==> config.mk <==
export PLATFORM = sky130hd
export DESIGN_NAME = viterbi_decoder_two_state_hmm_flat
export DESIGN_NICKNAME = d
export VERILOG_FILES = /design/src/vdhmm_pkg.sv /design/src/vdhmm_if.sv /design/src/vdhmm_acs_unit.sv /design/src/viterbi_decoder_two_state_hmm.sv /design/src/flat_wrapper.sv
export SDC_FILE = /design/constraint.sdc
export NUM_CORES = 1
export LEC_CHECK = 0
export BUFFER_PORTS_ARGS = -buffer_cell sky130_fd_sc_hd__buf_2
export CAP_MARGIN = 10
export CORE_MARGIN = 3
export CORE_UTILIZATION = 40
export CTS_CLUSTER_SIZE = 16
export DETAILED_ROUTE_END_ITERATION = 16
export GPL_ROUTABILITY_DRIVEN = 1
export GPL_TIMING_DRIVEN = 0
export SLEW_MARGIN = 20
export SYNTH_ARGS = -nofsm -noshare
export SYNTH_HDL_FRONTEND = slang
export SYNTH_SLANG_ARGS = --single-unit
==> constraint.sdc <==
create_clock -name clock -period 9.1 [get_ports clock]
set_input_delay 0.91 -clock clock [delete_from_list [all_inputs] [get_ports clock]]
set_output_delay 0.91 -clock clock [all_outputs]
set_load 0.02 [all_outputs]
==> src/vdhmm_pkg.sv <==
`timescale 1ns / 1ps
`default_nettype none
// Package for the two-state HMM Viterbi decoder: widths, register indexes,
// reset values, the state type, the ACS unit bundles and the cost-field selector.
// No dependencies.
package vdhmm_pkg;

   localparam int MAX_STEPS   = 64;
   localparam int STATE_COUNT = 2;
   localparam int STEP_W      = $clog2(MAX_STEPS);
   localparam int CNT_W       = $clog2(MAX_STEPS + 1);
   localparam int METRIC_W    = 24;
   localparam int COST_W      = 16;
   localparam int CSR_IDX_W   = 2;
   localparam int CSR_DATA_W  = 64;
   localparam int INIT_W      = 32;

   localparam logic [METRIC_W-1:0] METRIC_MAX = {METRIC_W{1'b1}};

   // Register indexes of the configuration port.
   localparam logic [CSR_IDX_W-1:0] CSR_INITIAL_COSTS    = 2'd0;
   localparam logic [CSR_IDX_W-1:0] CSR_TRANSITION_COSTS = 2'd1;
   localparam logic [CSR_IDX_W-1:0] CSR_EMISSION_COSTS   = 2'd2;

   // -log2 of start (0.6, 0.4), transition (0.7 0.3 / 0.4 0.6) and
   // emission (0.9 0.1 / 0.2 0.8) probabilities, rounded to Q8.8.
   localparam logic [INIT_W-1:0]     INITIAL_COSTS_RESET    = 32'd22151357;
   localparam logic [CSR_DATA_W-1:0] TRANSITION_COSTS_RESET = 64'd53200222326423684;
   localparam logic [CSR_DATA_W-1:0] EMISSION_COSTS_RESET   = 64'd23083499356553255;

   typedef enum logic [2:0] {
      ST_IDLE,
      ST_FIRST,
      ST_ACS,
      ST_PICK,
      ST_TB_READ,
      ST_TB_USE,
      ST_EMIT
   } vdhmm_state_type;

   typedef struct packed {
      logic [METRIC_W-1:0] addend_a;
      logic [COST_W-1:0]   addend_b;
      logic [METRIC_W-1:0] compare_with;
   } acs_op_type;

   typedef struct packed {
      logic [METRIC_W-1:0] sum;
      logic                less;
   } acs_res_type;

   // Selects one of four 16-bit cost fields packed into a 64-bit word.
   function automatic logic [COST_W-1:0] cost16(input logic [CSR_DATA_W-1:0] word,
                                                input logic [1:0] entry);
      cost16 = word[{entry, 4'b0000} +: COST_W];
   endfunction

endpackage
`default_nettype wire

==> src/vdhmm_if.sv <==
`timescale 1ns / 1ps
`default_nettype none
// Valid/ready channel interfaces of the Viterbi decoder: the observation
// channel and the decoded-state channel. No dependencies.
interface vdhmm_req_if;
   logic valid;
   logic ready;
   logic symbol;
   logic final_req;

   modport source (output valid, output symbol, output final_req, input ready);
   modport sink   (input valid, input symbol, input final_req, output ready);
endinterface

interface vdhmm_rsp_if;
   logic       valid;
   logic       ready;
   logic       best_state;
   logic [5:0] step_index;
   logic       end_of_path;

   modport source (output valid, output best_state, output step_index,
                   output end_of_path, input ready);
   modport sink   (input valid, input best_state, input step_index,
                   input end_of_path, output ready);
endinterface
`default_nettype wire

==> src/vdhmm_acs_unit.sv <==
`timescale 1ns / 1ps
`default_nettype none
// Shared saturating adder and comparator of the Viterbi decoder.
// Depends on vdhmm_pkg.
module vdhmm_acs_unit
   import vdhmm_pkg::*;
(
   input  acs_op_type  op,
   output acs_res_type res
);

   logic [METRIC_W:0] wide_sum;

   // The carry out of the metric width means the sum passed the ceiling.
   assign wide_sum = {1'b0, op.addend_a} + {{(METRIC_W + 1 - COST_W){1'b0}}, op.addend_b};

   always_comb begin
      res.sum  = wide_sum[METRIC_W] ? METRIC_MAX : wide_sum[METRIC_W-1:0];
      res.less = res.sum < op.compare_with;
   end

endmodule
`default_nettype wire

==> src/viterbi_decoder_two_state_hmm.sv <==
`timescale 1ns / 1ps
`default_nettype none
// Top level of the two-state, two-symbol HMM Viterbi decoder.
// Depends on vdhmm_pkg, vdhmm_if (vdhmm_req_if, vdhmm_rsp_if) and vdhmm_acs_unit.
//
// Each request transaction carries one observed symbol. The decoder keeps two
// 24-bit Q16.8 path metrics (negative log2 costs, saturating at all ones) and
// writes one 2-bit backpointer word per time step into a 64-entry memory. All
// arithmetic goes through a single saturating add/compare unit driven by a
// small sequencer, so the block takes one transaction at a time and drops
// ready until it is done. The first step of a sequence adds start cost plus
// emission cost per state; every later step does two additions per
// predecessor, two predecessors and two states, with the compare folded into
// the last addition of each state. A request that arrives with 64 steps
// already stored is dropped, unless it is marked final. A final request then
// picks the cheaper end state (the lower state wins a tie) and traces back
// through the remaining stored steps, in a read state and a use state per
// step, because each backpointer read from the memory is registered before use.
// The decoded path is then returned as one response transaction per time step,
// first step first, at up to one per cycle as the sink allows; the last one
// has end_of_path set. After that the metrics and the step count return to
// zero and the next request starts a new sequence. Configuration writes are
// taken in any cycle but are meant for when the block is idle; writes to
// index 3 are ignored. The backpointer memory needs no clearing pass since the
// traceback only reads steps written in the current sequence.
module viterbi_decoder_two_state_hmm
   import vdhmm_pkg::*;
(
   input  wire logic                  clock,
   input  wire logic                  reset,
   vdhmm_req_if.sink                  req_chan,
   vdhmm_rsp_if.source                rsp_chan,
   input  wire logic                  csr_write_enable,
   input  wire logic [CSR_IDX_W-1:0]  csr_index,
   input  wire logic [CSR_DATA_W-1:0] csr_write_data
);

   // Sequencer state and per-transaction control.
   vdhmm_state_type state_ff, state_in;
   logic [2:0]       op_ff, op_in;
   logic             sym_ff, sym_in;
   logic             fin_ff, fin_in;

   // Configuration registers.
   logic [INIT_W-1:0]     init_costs_ff, init_costs_in;
   logic [CSR_DATA_W-1:0] trans_costs_ff, trans_costs_in;
   logic [CSR_DATA_W-1:0] emit_costs_ff, emit_costs_in;

   // Metric datapath.
   logic [METRIC_W-1:0] pm0_ff, pm0_in;
   logic [METRIC_W-1:0] pm1_ff, pm1_in;
   logic [METRIC_W-1:0] acc_ff, acc_in;
   logic [METRIC_W-1:0] c0_ff, c0_in;
   logic [METRIC_W-1:0] nm0_ff, nm0_in;
   logic                bp0_ff, bp0_in;
   logic [CNT_W-1:0]    step_count_ff, step_count_in;

   // Traceback and result stage.
   logic                 cur_ff, cur_in;
   logic [STEP_W-1:0]    t_ff, t_in;
   logic [MAX_STEPS-1:0] path_ff, path_in;
   logic                 rsp_valid_ff, rsp_valid_in;
   logic [STEP_W-1:0]    out_idx_ff, out_idx_in;

   // Backpointer memory.
   logic [1:0]        bp_mem [MAX_STEPS];
   logic              bp_wr_en;
   logic [STEP_W-1:0] bp_wr_addr;
   logic [1:0]        bp_wr_data;
   logic              bp_rd_en;
   logic [1:0]        bp_rd_data_ff;

   acs_op_type  acs_op;
   acs_res_type acs_res;

   logic              req_accept;
   logic              rsp_accept;
   logic [STEP_W-1:0] last_step;
   logic              emit_done;
   logic              step_sel;
   logic              pred_sel;
   logic [METRIC_W-1:0] acs_pick;

   vdhmm_acs_unit u_acs (
      .op  (acs_op),
      .res (acs_res)
   );

   assign req_chan.ready       = (state_ff == ST_IDLE);
   assign req_accept           = req_chan.valid && req_chan.ready;
   assign rsp_accept           = rsp_valid_ff && rsp_chan.ready;
   assign last_step            = STEP_W'(step_count_ff - CNT_W'(1));
   assign emit_done            = rsp_accept && (out_idx_ff == last_step);

   assign rsp_chan.valid       = rsp_valid_ff;
   assign rsp_chan.best_state  = path_ff[0];
   assign rsp_chan.step_index  = out_idx_ff;
   assign rsp_chan.end_of_path = (out_idx_ff == last_step);

   // In the ACS phase the op counter walks next state, predecessor, then
   // the two additions (transition first, emission second).
   assign step_sel = op_ff[2];
   assign pred_sel = op_ff[1];
   assign acs_pick = acs_res.less ? acs_res.sum : c0_ff;

   // Next state.
   always_comb begin
      state_in = state_ff;
      case (state_ff)
         ST_IDLE: begin
            if (req_accept) begin
               if (step_count_ff == CNT_W'(MAX_STEPS)) begin
                  state_in = req_chan.final_req ? ST_PICK : ST_IDLE;
               end else if (step_count_ff == '0) begin
                  state_in = ST_FIRST;
               end else begin
                  state_in = ST_ACS;
               end
            end
         end
         ST_FIRST: begin
            if (op_ff[0]) begin
               state_in = fin_ff ? ST_PICK : ST_IDLE;
            end
         end
         ST_ACS: begin
            if (op_ff == 3'd7) begin
               state_in = fin_ff ? ST_PICK : ST_IDLE;
            end
         end
         ST_PICK: begin
            state_in = (step_count_ff == CNT_W'(1)) ? ST_EMIT : ST_TB_READ;
         end
         ST_TB_READ: begin
            state_in = ST_TB_USE;
         end
         ST_TB_USE: begin
            state_in = (t_ff == STEP_W'(1)) ? ST_EMIT : ST_TB_READ;
         end
         ST_EMIT: begin
            if (emit_done) begin
               state_in = ST_IDLE;
            end
         end
         default: begin
            state_in = ST_IDLE;
         end
      endcase
   end

   // Datapath control and next values.
   always_comb begin
      op_in          = op_ff;
      sym_in         = sym_ff;
      fin_in         = fin_ff;
      init_costs_in  = init_costs_ff;
      trans_costs_in = trans_costs_ff;
      emit_costs_in  = emit_costs_ff;
      pm0_in         = pm0_ff;
      pm1_in         = pm1_ff;
      acc_in         = acc_ff;
      c0_in          = c0_ff;
      nm0_in         = nm0_ff;
      bp0_in         = bp0_ff;
      step_count_in  = step_count_ff;
      cur_in         = cur_ff;
      t_in           = t_ff;
      path_in        = path_ff;
      rsp_valid_in   = rsp_valid_ff;
      out_idx_in     = out_idx_ff;
      bp_wr_en       = 1'b0;
      bp_wr_addr     = step_count_ff[STEP_W-1:0];
      bp_wr_data     = 2'b00;
      bp_rd_en       = 1'b0;
      acs_op         = '0;

      if (csr_write_enable) begin
         case (csr_index)
            CSR_INITIAL_COSTS:    init_costs_in  = csr_write_data[INIT_W-1:0];
            CSR_TRANSITION_COSTS: trans_costs_in = csr_write_data;
            CSR_EMISSION_COSTS:   emit_costs_in  = csr_write_data;
            default: ;
         endcase
      end

      case (state_ff)
         ST_IDLE: begin
            if (req_accept) begin
               op_in  = '0;
               sym_in = req_chan.symbol;
               fin_in = req_chan.final_req;
            end
         end
         ST_FIRST: begin
            // Start cost plus emission cost, one state per cycle.
            acs_op.addend_a = {{(METRIC_W - COST_W){1'b0}},
                               cost16({{(CSR_DATA_W - INIT_W){1'b0}}, init_costs_ff},
                                      {1'b0, op_ff[0]})};
            acs_op.addend_b = cost16(emit_costs_ff, {op_ff[0], sym_ff});
            op_in           = op_ff + 3'd1;
            if (op_ff[0]) begin
               pm1_in        = acs_res.sum;
               bp_wr_en      = 1'b1;
               bp_wr_addr    = '0;
               bp_wr_data    = 2'b00;
               step_count_in = CNT_W'(1);
            end else begin
               pm0_in = acs_res.sum;
            end
         end
         ST_ACS: begin
            op_in = op_ff + 3'd1;
            if (!op_ff[0]) begin
               acs_op.addend_a = pred_sel ? pm1_ff : pm0_ff;
               acs_op.addend_b = cost16(trans_costs_ff, {pred_sel, step_sel});
               acc_in          = acs_res.sum;
            end else begin
               acs_op.addend_a     = acc_ff;
               acs_op.addend_b     = cost16(emit_costs_ff, {step_sel, sym_ff});
               acs_op.compare_with = c0_ff;
               if (!pred_sel) begin
                  c0_in = acs_res.sum;
               end else if (!step_sel) begin
                  nm0_in = acs_pick;
                  bp0_in = acs_res.less;
               end else begin
                  // Both states resolved: commit metrics and the backpointer word.
                  pm0_in        = nm0_ff;
                  pm1_in        = acs_pick;
                  bp_wr_en      = 1'b1;
                  bp_wr_data    = {acs_res.less, bp0_ff};
                  step_count_in = step_count_ff + CNT_W'(1);
               end
            end
         end
         ST_PICK: begin
            acs_op.addend_a     = pm1_ff;
            acs_op.addend_b     = '0;
            acs_op.compare_with = pm0_ff;
            cur_in              = acs_res.less;
            path_in             = {path_ff[MAX_STEPS-2:0], acs_res.less};
            t_in                = last_step;
            if (step_count_ff == CNT_W'(1)) begin
               rsp_valid_in = 1'b1;
               out_idx_in   = '0;
            end
         end
         ST_TB_READ: begin
            bp_rd_en = 1'b1;
         end
         ST_TB_USE: begin
            cur_in  = bp_rd_data_ff[cur_ff];
            path_in = {path_ff[MAX_STEPS-2:0], bp_rd_data_ff[cur_ff]};
            t_in    = t_ff - STEP_W'(1);
            if (t_ff == STEP_W'(1)) begin
               rsp_valid_in = 1'b1;
               out_idx_in   = '0;
            end
         end
         ST_EMIT: begin
            if (emit_done) begin
               rsp_valid_in  = 1'b0;
               step_count_in = '0;
               pm0_in        = '0;
               pm1_in        = '0;
            end else if (rsp_accept) begin
               out_idx_in = out_idx_ff + STEP_W'(1);
               path_in    = {1'b0, path_ff[MAX_STEPS-1:1]};
            end
         end
         default: ;
      endcase
   end

   always_ff @(posedge clock) begin
      if (reset) begin
         state_ff       <= ST_IDLE;
         init_costs_ff  <= INITIAL_COSTS_RESET;
         trans_costs_ff <= TRANSITION_COSTS_RESET;
         emit_costs_ff  <= EMISSION_COSTS_RESET;
         pm0_ff         <= '0;
         pm1_ff         <= '0;
         step_count_ff  <= '0;
         rsp_valid_ff   <= 1'b0;
      end else begin
         state_ff       <= state_in;
         init_costs_ff  <= init_costs_in;
         trans_costs_ff <= trans_costs_in;
         emit_costs_ff  <= emit_costs_in;
         pm0_ff         <= pm0_in;
         pm1_ff         <= pm1_in;
         step_count_ff  <= step_count_in;
         rsp_valid_ff   <= rsp_valid_in;
      end
      op_ff      <= op_in;
      sym_ff     <= sym_in;
      fin_ff     <= fin_in;
      acc_ff     <= acc_in;
      c0_ff      <= c0_in;
      nm0_ff     <= nm0_in;
      bp0_ff     <= bp0_in;
      cur_ff     <= cur_in;
      t_ff       <= t_in;
      path_ff    <= path_in;
      out_idx_ff <= out_idx_in;
   end

   always_ff @(posedge clock) begin
      if (bp_wr_en) begin
         bp_mem[bp_wr_addr] <= bp_wr_data;
      end
      if (bp_rd_en) begin
         bp_rd_data_ff <= bp_mem[t_ff];
      end
   end

endmodule
`default_nettype wire

==> src/flat_wrapper.sv <==
// flat-port wrapper written by rule: the top's interface ports become plain ports
module viterbi_decoder_two_state_hmm_flat import vdhmm_pkg::*;
  (clock, reset, csr_write_enable, csr_index, csr_write_data, req_chan_valid, req_chan_symbol, req_chan_final_req, req_chan_ready, rsp_chan_valid, rsp_chan_best_state, rsp_chan_step_index, rsp_chan_end_of_path, rsp_chan_ready);
  vdhmm_req_if req_chan_i ();
  vdhmm_rsp_if rsp_chan_i ();
  input  wire logic clock;
  input  wire logic reset;
  input  wire logic csr_write_enable;
  input  wire logic [CSR_IDX_W-1:0] csr_index;
  input  wire logic [CSR_DATA_W-1:0] csr_write_data;
  input wire logic [$bits(req_chan_i.valid)-1:0] req_chan_valid;
  input wire logic [$bits(req_chan_i.symbol)-1:0] req_chan_symbol;
  input wire logic [$bits(req_chan_i.final_req)-1:0] req_chan_final_req;
  output wire logic [$bits(req_chan_i.ready)-1:0] req_chan_ready;
  output wire logic [$bits(rsp_chan_i.valid)-1:0] rsp_chan_valid;
  output wire logic [$bits(rsp_chan_i.best_state)-1:0] rsp_chan_best_state;
  output wire logic [$bits(rsp_chan_i.step_index)-1:0] rsp_chan_step_index;
  output wire logic [$bits(rsp_chan_i.end_of_path)-1:0] rsp_chan_end_of_path;
  input wire logic [$bits(rsp_chan_i.ready)-1:0] rsp_chan_ready;
  assign req_chan_i.valid = req_chan_valid;
  assign req_chan_i.symbol = req_chan_symbol;
  assign req_chan_i.final_req = req_chan_final_req;
  assign req_chan_ready = req_chan_i.ready;
  assign rsp_chan_valid = rsp_chan_i.valid;
  assign rsp_chan_best_state = rsp_chan_i.best_state;
  assign rsp_chan_step_index = rsp_chan_i.step_index;
  assign rsp_chan_end_of_path = rsp_chan_i.end_of_path;
  assign rsp_chan_i.ready = rsp_chan_ready;
  viterbi_decoder_two_state_hmm u_core (.clock(clock), .reset(reset), .req_chan(req_chan_i), .rsp_chan(rsp_chan_i), .csr_write_enable(csr_write_enable), .csr_index(csr_index), .csr_write_data(csr_write_data));
endmodule
* Word level (Yosys, flattened, before mapping)
Memory sizes are Yosys's and may differ from the RTL's. A register that Yosys moved wholly into a read port is not among the register bits.
Index checks and enable logic that the tools add are counted.
** Word-level totals
- Input bits :: 73
- RAM bits :: 128
- Memories kept :: 1
- Logic and storage cells :: 152
- Output and inout bits :: 10
- Flip-flop bits (word level) :: 374
** Cells by class
- Add/subtract/negate cells :: 6
- Multiplexer cells :: 67
- Reductions and logical operators :: 25
- Bitwise logic cells :: 3
- Equality and inequality tests :: 25
- $lt $le $gt $ge :: 2
- Shift-type cells :: 4
** Memory list
- u_core.bp_mem :: depth 64, bits a word 2, rd ports 1, clocked after memory_dff 1, write ports 1, RTL line viterbi_decoder_two_state_hmm.sv:66 : logic [1:0] bp_mem [MAX_STEPS];
** Operators by type and width (number)
- $mux W24 :: 13
- $pmux W64 S3 :: 1
- $shiftx A64 B7 Y16 :: 3
- $pmux W24 S3 :: 2
- $mux W64 :: 2
- $pmux W40 S3 :: 1
- $shiftx A64 B6 Y16 :: 1
- $pmux W24 S2 :: 1
- $mux W40 :: 1
- $mux W6 :: 6
- $mux W7 :: 5
- $add A24 B16 Y25 :: 1
- $lt A24 B24 Y1 :: 1
- $pmux W3 S7 :: 1
- $pmux W7 S3 :: 1
- $mux W2 :: 9
- $mux W3 :: 6
- $ne A2 B1 Y1 const B :: 9
- $pmux W6 S3 :: 1
- $eq A3 B3 Y1 const B :: 4
- $mux W1 :: 12
- $pmux W6 S2 :: 1
- $reduce_and A2 Y1 :: 6
- $reduce_and A4 Y1 :: 3
- other kinds (28) :: 41

* Longest topological paths before layout
Gate-level depths: netlist of run 1.
- Word-level depth :: 11
- Gate-level depth with buffers :: 29
- Gate-level depth less buffers :: 23

* Modules after synthesis
Synthesis of run 1 repeated with hierarchy kept, for this count alone.
** Second synthesis, totals
- Cell total of the unflattened synthesis :: 2404
- Area, all modules :: 24428.4 sq um
** Modules (own cells, without submodules)
- viterbi_decoder_two_state_hmm :: area an instance 22704.3 sq um, seq. area each 12942.4 sq um, times used 1, cells each 2163
- vdhmm_acs_unit :: area an instance 1724.2 sq um, seq. area each 0.0 sq um, times used 1, cells each 241

* Worst setup path before layout of run 1
No wires, ideal clock.
- Kind :: register to register
- Start point :: reg u_core.state_ff[0]
- End point :: mem u_core.bp_mem[0][1] (data pin)
- Arrival time :: 7.416 ns
- Clock period less this slack :: 7.783 ns
- Library setup time :: 0.367 ns
- Data required time :: 8.733 ns
- Setup slack :: 1.317 ns
- Stages on the path, launching flop included :: 26
- Buffers on the path :: 7
- Cells stage by stage :: dfxtp_1 > or3b_1 > buf_2 > nor2_1 > clkbuf_1 > a22oi_1 > o21ai_0 > ha_1 > a211oi_1 > o21ai_1 > o211a_1 > a211oi_2 > or3_1 > buf_2 > buf_2 > clkbuf_1 > nand2_1 > ha_1 > a21o_1 > a21o_1 > a221oi_1 > nand2_1 > o31ai_4 > buf_4 > buf_2 > and2_1
** RTL lines
- start, declared :: RTL line viterbi_decoder_two_state_hmm.sv:39 : vdhmm_state_type state_ff, state_in;
- start signal, assigned :: RTL line viterbi_decoder_two_state_hmm.sv:286 : state_ff <= state_in;
- end, declared :: RTL line viterbi_decoder_two_state_hmm.sv:66

==> results of run 1 <==
==> metrics by stage <==
stage	hold WS, ps	TNS [ps]
after detailed placement	444	-65080
after floorplan	433	0
after global placement	438	-255770
after CTS	439	0
after global routing	449	-596
final	452	0
==> metal layers <==
metal	global-route usage	part of all wire	routed length, um
met1	0.308	0.43	29800
met3	0.0312	0.066	4580
met2	0.369	0.47	32700
met5	0	0	0
met4	0.0706	0.030	2090
==> cell type report <==
type | count | area, um2
fillers | 5266 | 30100
clock inverters | 30 | 408
flip-flops and latches | 504 | 12900
plain buffers | 150 | 608
clock buffers | 72 | 1500
multi-input cells | 1553 | 9700
well taps | 756 | 946
repair buffers | 96 | 637
inverters | 18 | 67.6
==> worst max-delay path, delay by kind of cell (launching register included) <==
family	cells	cell delay (ps)
compound gates	9	2670
fa+ha+maj	3	1040
buf+inv	9	2920
flops	1	350
mux	1	400
simple gates	5	1020
==> power groups by stage <==
stage | logic [uW] | clock network, uW | registers [uW]
5_1_grt | 2990 | 2460 | 2890
2_1_floorplan | 1790 | 0 | 2890
4_1_cts | 2730 | 2370 | 2870
6_report | 2780 | 2330 | 2870
3_5_place_dp | 2710 | 0 | 2910
3_3_place_gp | 2630 | 0 | 2930
==> kinds of logic (layout without fill, tap and decap cells) <==
kind of cell,Yosys count,in the layout,synth area share
AND/OR/NAND/NOR,957,957,0.175
AO/OA/AOI/OAI,383,383,0.109
adder cells (fa/ha/maj),49,49,0.0267
XOR/XNOR,35,35,0.0150
multiplexers,129,129,0.0892
flip-flops,504,504,0.557
buffers and inverters,168,366,0.0282
==> path summary, 6_finish.rpt <==
| kind | end | cells after the start | start | slack, ps |
|---|---|---|---|---|
| hold reg to reg | u_core.emit_costs_ff[3]$_SDFFE_PP0P_ | 2 | u_core.emit_costs_ff[3]$_SDFFE_PP0P_ | 450 |
| setup reg to reg | u_core.bp_mem[15][1]$_DFFE_PP_ | 27 | u_core.op_ff[0]$_SDFFCE_PP0P_ | 460 |
| setup / recovery | u_core.bp_mem[15][1]$_DFFE_PP_ | 27 | u_core.op_ff[0]$_SDFFCE_PP0P_ | 460 |
| hold / removal | u_core.emit_costs_ff[3]$_SDFFE_PP0P_ | 2 | u_core.emit_costs_ff[3]$_SDFFE_PP0P_ | 450 |
==> flip-flops by register name (all words and copies together) (netlist names) <==
signal,count
u_core.pm0_ff,24
u_core.cur_ff,1
u_core.path_ff,64
u_core.bp_mem,128
u_core.bp0_ff,1
u_core.bp_rd_data_ff,2
u_core.pm1_ff,24
u_core.op_ff,3
u_core.c0_ff,24
u_core.emit_costs_ff,64
u_core.state_ff,3
u_core.step_count_ff,7
u_core.nm0_ff,24
u_core.sym_ff,1
u_core.trans_costs_ff,64
u_core.rsp_chan.step_index,6
u_core.acc_ff,24
u_core.init_costs_ff,32
u_core.fin_ff,1
u_core.t_ff,6
u_core.rsp_chan.valid,1
==> Yosys cell counts (all sizes together), types with 4 or more instances <==
| cell | number |
|---|---|
| xnor2 | 17 |
| mux4 | 58 |
| inv | 18 |
| a21o | 13 |
| a221oi | 15 |
| a22oi | 41 |
| a221o | 23 |
| clkbuf | 104 |
| nor2 | 153 |
| mux2i | 26 |
| mux2 | 45 |
| a21oi | 154 |
| nor2b | 11 |
| nor3b | 7 |
| and3 | 7 |
| nand4 | 10 |
| and2 | 27 |
| a31oi | 11 |
| a222oi | 16 |
| o21a | 5 |
| o211ai | 10 |
| buf | 46 |
| nor3 | 28 |
| nand2 | 603 |
| dfxtp | 219 |
| a22o | 4 |
| xor2 | 15 |
| nand3 | 72 |
| a211oi | 9 |
| or3 | 7 |
| ha | 48 |
| edfxtp | 285 |
| o21ai | 51 |
| nand2b | 9 |
| a21boi | 4 |
==> timing repair <==
| action | CTS | global route |
|---|---|---|
| gates cloned | 0 | 0 |
| buffers inserted | 1 | 3 |
| pin swaps | 0 | 1 |
| endpoints found under the setup margin | 112 | 80 |
| gates resized for setup | 16 | 2 |
==> results.json, run 1 <==
{
  "final_util": 0.471,
  "drive_gt1_frac": 0.136,
  "crit_required_ps": 9550,
  "hold_violations": 0,
  "power_report.internal_total_uw": 5110,
  "synth_area_per_cell_um2": 10.4,
  "final_common_cell": "nand2_1",
  "syn-cell-area_um2": 23200,
  "powerDensity_nw_per_um2": 298,
  "slew-limit-headroom": 0.310,
  "wl_per_cell_um": 21.7,
  "design_area_um2": 26800,
  "synth_fp_nets": 2347,
  "setup-violations-final": 0,
  "synth-main-ff-cell": "edfxtp_1",
  "hp-class": "register to register",
  "chipHeight_um": 247,
  "post-place-cells": 3073,
  "cts.path.max_buffers": 3,
  "async_reset_ff_frac": 0,
  "core-area_um2": 56900,
  "wirelength_um": 69100,
  "firstDrtPassIters": 6,
  "synth_edf_count": 285,
  "cts_max_level": 2,
  "clkTransAtPathRegs_ps": 60,
  "cts_made_buffers": 55,
  "synth_top_area_cell": "edfxtp_1",
  "antennaDiodeCount": 0,
  "yosysSeqAreaShare": 0.557,
  "maxCapViolCount": 0,
  "final_cells": 3179,
  "yosys.area.top_type_share": 0.368,
  "via_count": 18100,
  "rows": 87,
  "p_sw_uw": 2870,
  "initial_core_util": 0.408,
  "cts_sinks": 504,
  "final_cell_mix": "nand2_1, edfxtp_1, dfxtp_1",
  "synthCells": 2225,
  "dp_slack_ps": -894,
  "overflow": 0,
  "gp_congestion": 0.927,
  "final.period_utilization": 0.950,
  "swShare": 0.360,
  "drv_slew": 0,
  "hold_buffers": 0,
  "crit_fanout": 44,
  "setup_slack_ps": 456,
  "clock.fmax_mhz": 116,
  "syn_to_final_growth_pct": 15.3,
  "drt_iter0_drc": 1793,
  "critPathKind": "register to register",
  "arrival_ps": 9090,
  "yosys_warnings": 0,
  "synth.distinct_cells": 76,
  "crit_top_cell": "buf_2",
  "grt_pass1_vias": 17700,
  "numPortBuffers": 82,
  "total_leakage_power_uw": 0.00982,
  "avgViaCountPerCell": 5.70,
  "dieArea_um2": 61000,
  "drc": 0,
  "end_kind": "register",
  "gr-usage-all-layers": 0.225,
  "fp.dieW_um": 247,
  "place_area_um2": 24800,
  "synth.ff_latch_count": 504,
  "skew_ps": 65.7,
  "clkPwrFrac": 0.292,
  "ant_nets": 0,
  "worst_pin_slew_ps": 1040,
  "grt_max_degree": 45,
  "cp-start-kind": "register",
  "antenna_found_initial": 1,
  "crit_slowest_cell": "fa_1",
  "comb_power_share": 0.348,
  "insertion_delay_ps": 650,
  "finalNetCount": 2500,
  "post-route-min-period_ps": 8640,
  "pwr-share-seq": 0.360,
  "cts-root-buf": "clkbuf_16",
  "outcome": "complete, no violations",
  "max_stage_delay_ps": 450,
  "grt_pass1_wl_um": 105000,
  "peakVddDrop_mv": 0.241,
  "dp_hpwl_um": 49700,
  "cts_tree": "built",
  "finalPower_uw": 7980,
  "synthTopCellsByArea": "edfxtp_1, dfxtp_1, nand2_1, mux4_2, a21oi_1",
  "ioPinCount": 83
}
(Power assumes the default switching activity.)
==> run 2, diff against run 1 <==
--- a/config.mk
+++ b/config.mk
@@ -8,7 +8,7 @@
 export BUFFER_PORTS_ARGS = -buffer_cell sky130_fd_sc_hd__buf_2
 export CAP_MARGIN = 10
 export CORE_MARGIN = 3
-export CORE_UTILIZATION = 40
+export CORE_UTILIZATION = 45
 export CTS_CLUSTER_SIZE = 16
 export DETAILED_ROUTE_END_ITERATION = 16
 export GPL_ROUTABILITY_DRIVEN = 1
==> constraint.sdc (replaced) <==
create_clock -name clock -period 9.1 [get_ports clock]
set_input_delay 0.91 -clock clock [delete_from_list [all_inputs] [get_ports clock]]
set_output_delay 0.91 -clock clock [all_outputs]
set_load 0.01 [all_outputs]
==> results.json, run 2 (synthesized netlist as in run 1, its figures left out) <==
{
  "clock.fmax_mhz": 116,
  "avgViaCountPerCell": 5.85,
  "finalNetCount": 2501,
  "final_cell_mix": "nand2_1, edfxtp_1, dfxtp_1",
  "drt_iter0_drc": 1735,
  "end_kind": "register",
  "crit_fanout": 38,
  "drv_slew": 0,
  "final_common_cell": "nand2_1",
  "crit_required_ps": 9540,
  "place_area_um2": 24700,
  "firstDrtPassIters": 6,
  "gp_congestion": 0.939,
  "grt_pass1_wl_um": 105000,
  "tns_ps": 0,
  "syn_to_final_growth_pct": 14.4,
  "dp_hpwl_um": 49800,
  "maxCapViolCount": 0,
  "grt_max_degree": 43,
  "cts_max_level": 2,
  "top_register": "u_core.bp_mem",
  "cts-root-buf": "clkbuf_16",
  "design_area_um2": 26600,
  "largest_reg_flops": 128,
  "final_util": 0.526,
  "rsz0062_at_grt": "false",
  "ioPinCount": 83,
  "dieArea_um2": 54400,
  "total_leakage_power_uw": 0.00980,
  "cts_tree": "built",
  "initial_core_util": 0.459,
  "chipHeight_um": 233,
  "gr-usage-all-layers": 0.253,
  "ant_nets": 0,
  "hold_buffers": 0,
  "peakVddDrop_mv": 0.302,
  "drc": 0,
  "overflow": 0,
  "fp.dieW_um": 233,
  "hold_violations": 0,
  "hp-class": "register to register",
  "final.period_utilization": 0.944,
  "drive_gt1_frac": 0.137,
  "numPortBuffers": 82,
  "wirelength_um": 69500,
  "critPathKind": "register to register",
  "clkTransAtPathRegs_ps": 60,
  "core-area_um2": 50600,
  "wl_per_cell_um": 22.5,
  "insertion_delay_ps": 610,
  "cts.path.max_buffers": 3,
  "holdWs_ps": 451,
  "cts_sinks": 504,
  "post-route-min-period_ps": 8590,
  "antenna_found_initial": 0,
  "antennaDiodeCount": 0,
  "arrival_ps": 9030,
  "rows": 82,
  "powerDensity_nw_per_um2": 300,
  "outcome": "complete, no violations",
  "grt_pass1_vias": 17700,
  "via_count": 18100,
  "cp-start-kind": "register",
  "cts_made_buffers": 53,
  "slew-limit-headroom": 0.364,
  "skew_ps": 24.8,
  "setup-violations-final": 0,
  "worst_pin_slew_ps": 955
}
[run 2: worst max-delay path, cell delays in order (launching register included)]
cell      delay (ps)
edfxtp_1         350
buf_2            280
buf_2            350
clkbuf_2         320
mux2_2           370
a222oi_1         280
nand2_1          100
ha_1             250
fa_1             480
a211oi_1         300
o21ai_1          200
o211a_1          350
a211oi_4         310
or3_1            200
buf_2            280
buf_2            320
clkbuf_2         380
nand2_1          170
ha_1             370
a21o_1           170
a21o_1           200
a221oi_2         400
nand2_1          160
o31ai_4          440
buf_4            300
buf_2            380
and2_4           410
buf_12           240
[run 2: area by class of cell]
class / count / area (um2)
Timing Repair Buffer: 99 / 651
Fill cell: 4461 / 24000
Multi-Input combinational cell: 1553 / 9700
Tap cell: 672 / 841
Buffer: 150 / 613
Inverter: 18 / 67.6
Clock buffer: 81 / 1540
Sequential cell: 504 / 12900
Clock inverter: 18 / 243
[run 2: routing by layer]
metal | GRT usage | up-vias | wire [um]
met5 | 0 | - | 0
met4 | 0.0945 | 0 | 2330
met3 | 0.0270 | 129 | 4220
met2 | 0.416 | 712 | 33100
met1 | 0.345 | 8948 | 29800
li1 | - | 8315 | -
[run 2: final timing paths]
kind / startpoint / to / slack, ps / cells after the start
min reg2reg: u_core.emit_costs_ff[60]$_SDFFE_PP0P_ / u_core.emit_costs_ff[60]$_SDFFE_PP0P_ / 450 / 2
min: u_core.emit_costs_ff[60]$_SDFFE_PP0P_ / u_core.emit_costs_ff[60]$_SDFFE_PP0P_ / 450 / 2
max reg2reg: u_core.op_ff[0]$_SDFFCE_PP0P_ / u_core.bp_mem[27][1]$_DFFE_PP_ / 510 / 27
max: u_core.op_ff[0]$_SDFFCE_PP0P_ / u_core.bp_mem[27][1]$_DFFE_PP_ / 510 / 27
[run 2: metrics by stage]
| step | power (uW) | instances | setup slack, ps |
|---|---|---|---|
| 6_report | 7970 | 3095 | 510 |
| 5_1_grt | 8310 | 3095 | 152 |
| 4_1_cts | 7850 | 3089 | 9.02 |
| 3_5_place_dp | 5610 | 2989 | -790 |
| 3_3_place_gp | 5530 | 2979 | -2800 |
| 2_1_floorplan | 4670 | 2225 | 1320 |
[run 2: where the power goes]
| group | internal, uW | switching (uW) | leakage, uW |
|---|---|---|---|
| Clock | 1310 | 922 | 0.000877 |
| Combinational | 1050 | 1820 | 0.00462 |
| Sequential | 2760 | 107 | 0.00430 |
[run 2: repair_timing]
action | 4_1_cts | 5_1_grt
cloned | 0 | 0
gates resized for setup | 7 | 22
endpoints found under the setup margin | 101 | 109
setup buffers | 1 | 6
pin swaps | 0 | 2
